## src/rtl/reorder_table_collation_compare_unit_defines.svh

```systemverilog
// ---------------------------------------------------------------------------
// reorder_table_collation_compare_unit_defines.svh
// assertion macros shared by the collation compare rtl
// ---------------------------------------------------------------------------
`ifndef REORDER_TABLE_COLLATION_COMPARE_UNIT_DEFINES_SVH
`define REORDER_TABLE_COLLATION_COMPARE_UNIT_DEFINES_SVH

// same-cycle implication on i_clk, quiet while reset is held
`define RTCC_ASSERT_SAME(lbl, ante, cons, msg) \
    lbl: assert property (@(posedge i_clk) disable iff (!i_rst_n) (ante) |-> (cons)) \
        else $error(msg);

// next-cycle implication on i_clk, quiet while reset is held
`define RTCC_ASSERT_NEXT(lbl, ante, cons, msg) \
    lbl: assert property (@(posedge i_clk) disable iff (!i_rst_n) (ante) |=> (cons)) \
        else $error(msg);

`endif

```

## src/rtl/rtcc_pkg.sv

```systemverilog
// ---------------------------------------------------------------------------
// rtcc_pkg
// shared types and codes of the collation compare unit
// ---------------------------------------------------------------------------
package rtcc_pkg;

    localparam int CODE_W         = 21;
    localparam int WINDOW_ENTRIES = 1024;
    localparam int EPOCH_W        = 8;

    typedef logic [CODE_W-1:0]  t_code;
    typedef logic [2:0]         t_action;
    typedef logic [2:0]         t_status;
    typedef logic [EPOCH_W-1:0] t_epoch;

    // action codes
    localparam t_action ACT_COMPARE    = 3'd0;
    localparam t_action ACT_WRITE      = 3'd1;
    localparam t_action ACT_SET_WINDOW = 3'd2;
    localparam t_action ACT_DISABLE    = 3'd3;
    localparam t_action ACT_PRESET     = 3'd4;

    // status codes
    localparam t_status ST_OK      = 3'd0;
    localparam t_status ST_LESS    = 3'd1;
    localparam t_status ST_GREATER = 3'd2;
    localparam t_status ST_EQUAL   = 3'd3;
    localparam t_status ST_RANGE   = 3'd4;

    // epoch zero marks a cleared entry, live epochs run from first to max
    localparam t_epoch EPOCH_NONE  = '0;
    localparam t_epoch EPOCH_FIRST = t_epoch'(1);
    localparam t_epoch EPOCH_MAX   = '1;

    typedef struct packed {
        t_epoch tag;
        t_code  value;
    } t_entry;

    typedef struct packed {
        logic   active;
        logic   preset;
        t_epoch epoch;
    } t_map_ctl;

endpackage

```

## src/rtl/rtcc_map.sv

```systemverilog
// ---------------------------------------------------------------------------
// rtcc_map
// maps one character code through the window, table entry or preset
// ---------------------------------------------------------------------------
module rtcc_map #(
    parameter int WINDOW_ENTRIES = rtcc_pkg::WINDOW_ENTRIES,
    localparam int IDX_W = $clog2(WINDOW_ENTRIES),
    localparam int BLK_W = rtcc_pkg::CODE_W - IDX_W
) (
    input  rtcc_pkg::t_code    i_code,
    input  rtcc_pkg::t_map_ctl i_ctl,
    input  logic [BLK_W-1:0]   i_block,
    input  rtcc_pkg::t_entry   i_rd,
    input  logic               i_byp_en,
    input  rtcc_pkg::t_entry   i_byp,
    output rtcc_pkg::t_code    o_mapped
);

    localparam rtcc_pkg::t_code CH_A     = 21'd65;
    localparam rtcc_pkg::t_code CH_C     = 21'd67;
    localparam rtcc_pkg::t_code CH_E     = 21'd69;
    localparam rtcc_pkg::t_code CH_I     = 21'd73;
    localparam rtcc_pkg::t_code CH_N     = 21'd78;
    localparam rtcc_pkg::t_code CH_O     = 21'd79;
    localparam rtcc_pkg::t_code CH_U     = 21'd85;
    localparam rtcc_pkg::t_code CH_Y     = 21'd89;
    localparam rtcc_pkg::t_code CH_LOW_Y = 21'd121;
    localparam rtcc_pkg::t_code CASE_OFS = 21'd32;
    localparam rtcc_pkg::t_code A_LO     = 21'd192;
    localparam rtcc_pkg::t_code A_HI     = 21'd198;
    localparam rtcc_pkg::t_code C_CED    = 21'd199;
    localparam rtcc_pkg::t_code E_LO     = 21'd200;
    localparam rtcc_pkg::t_code E_HI     = 21'd203;
    localparam rtcc_pkg::t_code I_LO     = 21'd204;
    localparam rtcc_pkg::t_code I_HI     = 21'd207;
    localparam rtcc_pkg::t_code N_TIL    = 21'd209;
    localparam rtcc_pkg::t_code O_LO     = 21'd210;
    localparam rtcc_pkg::t_code O_HI     = 21'd214;
    localparam rtcc_pkg::t_code U_LO     = 21'd217;
    localparam rtcc_pkg::t_code U_HI     = 21'd220;
    localparam rtcc_pkg::t_code Y_ACU    = 21'd221;
    localparam rtcc_pkg::t_code LOW_LO   = 21'd224;
    localparam rtcc_pkg::t_code LOW_HI   = 21'd253;
    localparam rtcc_pkg::t_code Y_DIA    = 21'd255;

    // latin-1 accent folding
    function automatic rtcc_pkg::t_code f_preset(input rtcc_pkg::t_code c);
        rtcc_pkg::t_code base;
        rtcc_pkg::t_code up;
        rtcc_pkg::t_code res;
        logic            hit;
        base = c;
        up   = c;
        hit  = 1'b1;
        if (c >= LOW_LO && c <= LOW_HI) begin
            base = c - CASE_OFS;
        end
        priority if (base >= A_LO && base <= A_HI) up = CH_A;
        else if (base == C_CED)                    up = CH_C;
        else if (base >= E_LO && base <= E_HI)     up = CH_E;
        else if (base >= I_LO && base <= I_HI)     up = CH_I;
        else if (base == N_TIL)                    up = CH_N;
        else if (base >= O_LO && base <= O_HI)     up = CH_O;
        else if (base >= U_LO && base <= U_HI)     up = CH_U;
        else if (base == Y_ACU)                    up = CH_Y;
        else                                       hit = 1'b0;
        priority if (c == Y_DIA) res = CH_LOW_Y;
        else if (!hit)           res = c;
        else if (base == c)      res = up;
        else                     res = up + CASE_OFS;
        return res;
    endfunction

    rtcc_pkg::t_entry w_word;
    logic             w_in_win;

    assign w_word   = i_byp_en ? i_byp : i_rd;
    assign w_in_win = i_ctl.active && (i_code[rtcc_pkg::CODE_W-1:IDX_W] == i_block);

    always_comb begin
        priority if (!w_in_win)              o_mapped = i_code;
        else if (w_word.tag == i_ctl.epoch)  o_mapped = w_word.value;
        else if (i_ctl.preset)               o_mapped = f_preset(i_code);
        else                                 o_mapped = i_code;
    end

endmodule

```

## config.mk

```make
export PLATFORM = sky130hd
export DESIGN_NAME = rtcc_map
export DESIGN_NICKNAME = d
export VERILOG_FILES = /design/src/rtl/reorder_table_collation_compare_unit_defines.svh /design/src/rtl/rtcc_pkg.sv /design/src/rtl/rtcc_map.sv
export SDC_FILE = /design/constraint.sdc
export NUM_CORES = 1
export LEC_CHECK = 0
export BUFFER_PORTS_ARGS = -buffer_cell sky130_fd_sc_hd__buf_2
export CORE_UTILIZATION = 45
export DETAILED_ROUTE_END_ITERATION = 12
export GPL_TIMING_DRIVEN = 0
export PLACE_DENSITY_LB_ADDON = 0.08
export SYNTH_ARGS = -nofsm -noshare
export SYNTH_HDL_FRONTEND = slang
export SYNTH_SLANG_ARGS = --single-unit
```

## constraint.sdc

```tcl
create_clock -name vclk -period 6.1
set_input_delay 1.22 -clock vclk [all_inputs]
set_output_delay 1.22 -clock vclk [all_outputs]
set_load 0.02 [all_outputs]
```

==> results.tsv <==
stage	metric	value	unit
status	status	finished, final reports clean	
floorplanning	Boundary Pins	122	
yosys	largest family of logic cells by synthesized area	simple AND/OR/NAND/NOR gates	
floorplanning	Die Footprint	4320	µm²
yosys	syn_area_per_cell	7.23	µm²
critical_path	CP Capture Type	output pin	
routing	DRC	0	
floorplanning	Core Rows	22	
placed_design	DP Worst Slack	0.235	ns
critical_path	Top delay family on crit path	simple AND/OR/NAND/NOR gates	
floorplanning	Core ar.	3770	µm²
pwr	P_int	0.0654	mW
critical_path	CP Max Fanout	8	
routing	Pre-antenna DRT Iters	4	
layout	Clock Buffer Count	0	
layout	ant diodes	0	
routing	Via density	5.89	
yosys	syn_nets	357	
min_path	hold crit path type	in2out	
min_path	hold depth	4	
sta	fin crit share	96.7	%
placed_design	placed inst area	2490	µm²
critical_path	Buf/Inv on CP	5	
yosys	Seq/Total Area, Yosys	0	%
pwr	Net Switching	0.0738	mW
routing	routed len/inst	14.8	µm
routing	Routed Antenna Nets	0	
critical_path	CP max stage cell	or4_1	
critical_path	Worst EP required	4.88	ns
critical_path	Setup CP Type	in2out	
yosys	multiplexer area fraction after synthesis	16.7	%
flow_run	max cap viols	0	
layout	fill count	381	
layout	Multi-input gate area	1710	µm²
layout	Seq Cell Count	0	
global_routing	largest net degree at the start of global routing	11	
critical_path	WP depth	16	
pwr	clock power share	0	%
yosys	Synth cell types	68	
placed_design	PortBufs	120	
placed_design	dpl hpwl	5250	µm
sta	Slew @ Worst Pin	0.687	ns
floorplanning	overall die height	65.8	µm
yosys	Area contributors post-synth	mux2i_1 14%, xnor2_1 8.1%, nand2_1 6.2%, o21ai_0 6.0%, nor2_1 3.5%	
sta	Slew Limit Fails	0	
critical_path	CP startpoint kind	primary input	
yosys	cell area after synthesis	1830	µm²
clocking	PostCTS Resize Cnt	0	
global_routing	GRT overflow	0	
pwr	Static Leakage	1.20	nW
layout	area occupied by registers	0	µm²
sta	final worst slack	0.204	ns
sta	Fin Setup TNS	0	ns
global_routing	number of global-route vias before repair	2187	
critical_path	cells along the critical path	buf_2 -> clkinv_1 -> ha_1 -> a21o_1 -> a311oi_1 -> a211oi_1 -> nor3_1 -> nor3_1 -> or4_1 -> buf_6 -> nor2_1 -> inv_1 -> ha_1 -> nor4b_1 -> a221oi_1 -> buf_2	
yosys	xor and xnor area share after synthesis	9.10	%
sta	WHS	2.82	ns
routing	Via Count	2478	
pwr	Final Total Pwr	0.139	mW
floorplanning	starting density of the core	48.5	%
critical_path	Critical Path AT	4.68	ns
yosys	Synth Area in Simple Gates	35.5	%
sta	unrepaired setup endpoints after global routing	false	
global_routing	first-pass GRT wire length	9950	µm
layout	# nets final	479	
sta	final hold viol count	0	
floorplanning	Die Wd	65.8	µm
sta	relative slew slack	54.2	%
routing	Routed WL	6220	µm
layout	Area Growth Syn to Fin	36.1	%
yosys	Synth Area in Compound Gates	30.3	%
sta	Fmax achieved	0.170	GHz
pwr	Comb power frac	100.0	%
yosys	dominant cell type by area after synthesis	mux2i_1	
global_routing	initial antenna violation count	0	
sta	min Tclk post-route	5.90	ns
placed_design	Placer Congestion	0.939	
critical_path	Max stage delay on crit path	0.50	ns
layout	ratio of cells with drive above 1 in the final layout	41.6	%
yosys	Post-Synth Adder-Cell Area	2.05	%
global_routing	GRT Overall Usage	28.6	%
sta	final setup vio count	0	
pwr	PwrDens	55.9	nW/µm²
yosys	Synth Warn #	0	
pwr	Switching Fraction	53.0	%
yosys	top-area cell type share of the netlist area	14.2	%
clocking	Post-CTS Hold Buffers	0	
pwr	Peak VDD IR	39.3	µV
routing	drt initial violations	128	
layout	design area	2490	µm²
clocking	Post-CTS Repair Setup Buffers	0	
yosys	Syn Inst Count	253	
pwr	Reg power frac	0	%
[Yosys cell counts, drive strengths merged, types with 4 or more instances]
cell type / number
a311oi: 4
nor2: 18
buf: 10
inv: 5
and3: 4
nand3: 6
clkbuf: 6
a21oi: 9
nand2: 30
nor3: 9
o22ai: 4
a211oi: 6
o21ai: 23
xnor2: 17
nor4: 7
and2: 5
mux2: 4
mux2i: 26
nand4: 11
[placed cells by master (no fill, tap or decap), types with 4 or more instances in the layout]
master / synthesis / final
a211oi_1: 5 / 5
nand4_1: 10 / 10
buf_2: 3 / 123
nor3_1: 7 / 7
nand2_1: 30 / 30
mux2i_1: 26 / 26
clkbuf_1: 6 / 6
xnor2_1: 17 / 17
and3_1: 4 / 4
nand3_1: 4 / 4
o21ai_0: 22 / 22
o22ai_1: 4 / 4
nor4_1: 4 / 4
inv_1: 5 / 5
a21oi_1: 8 / 8
mux2_2: 4 / 4
nor2_1: 17 / 17
[worst paths after layout]
kind	endpoint	startpoint	slack, ns
worst max-delay path	o_mapped[6]	i_code[5]	0.20
worst min-delay path	o_mapped[20]	i_code[20]	2.82
[cell families (layout without fill, tap and decap cells)]
kind of cell,Yosys count,count (layout)
AOI/OAI and AO/OA,73,73
buffers and inverters,22,142
adders and majority gates,3,3
and+or+nand+nor,106,106
xor gates and xnor gates,19,19
muxes,30,30
[final cells by class]
cell class	count	area share [%]
well taps	48	2.41
inverters	6	0.905
plain buffers	16	3.77
multi-input cells	231	68.8
repair buffers	120	24.1
[layer usage]
metal / routed length, µm / share of wire (%) / up-vias / global-route usage [%]
li1: - / - / 1218 / -
met1: 2690 / 43 / 1120 / 38.5
met2: 2880 / 46 / 128 / 48.0
met3: 553 / 8.9 / 12 / 2.95
met4: 100 / 1.6 / 0 / 6.52
met5: 0 / 0 / - / 0
[metrics by stage]
step / cells / utilization [%]
after floorplan: 253 / -
after global placement: 421 / 66.0
after detailed placement: 421 / 66.0
after CTS: 421 / 66.0
after global routing: 421 / 66.0
final: 421 / 66.0
[power by group through the flow]
| stage | logic, mW | registers [mW] | clock network, mW |
|---|---|---|---|
| floorplan | 0.0802 | 0 | 0 |
| finish | 0.139 | 0 | 0 |
| detailed placement | 0.138 | 0 | 0 |
| global placement | 0.137 | 0 | 0 |
| global route | 0.152 | 0 | 0 |
| CTS | 0.139 | 0 | 0 |
Note: power is estimated with default switching activity, not from simulation.
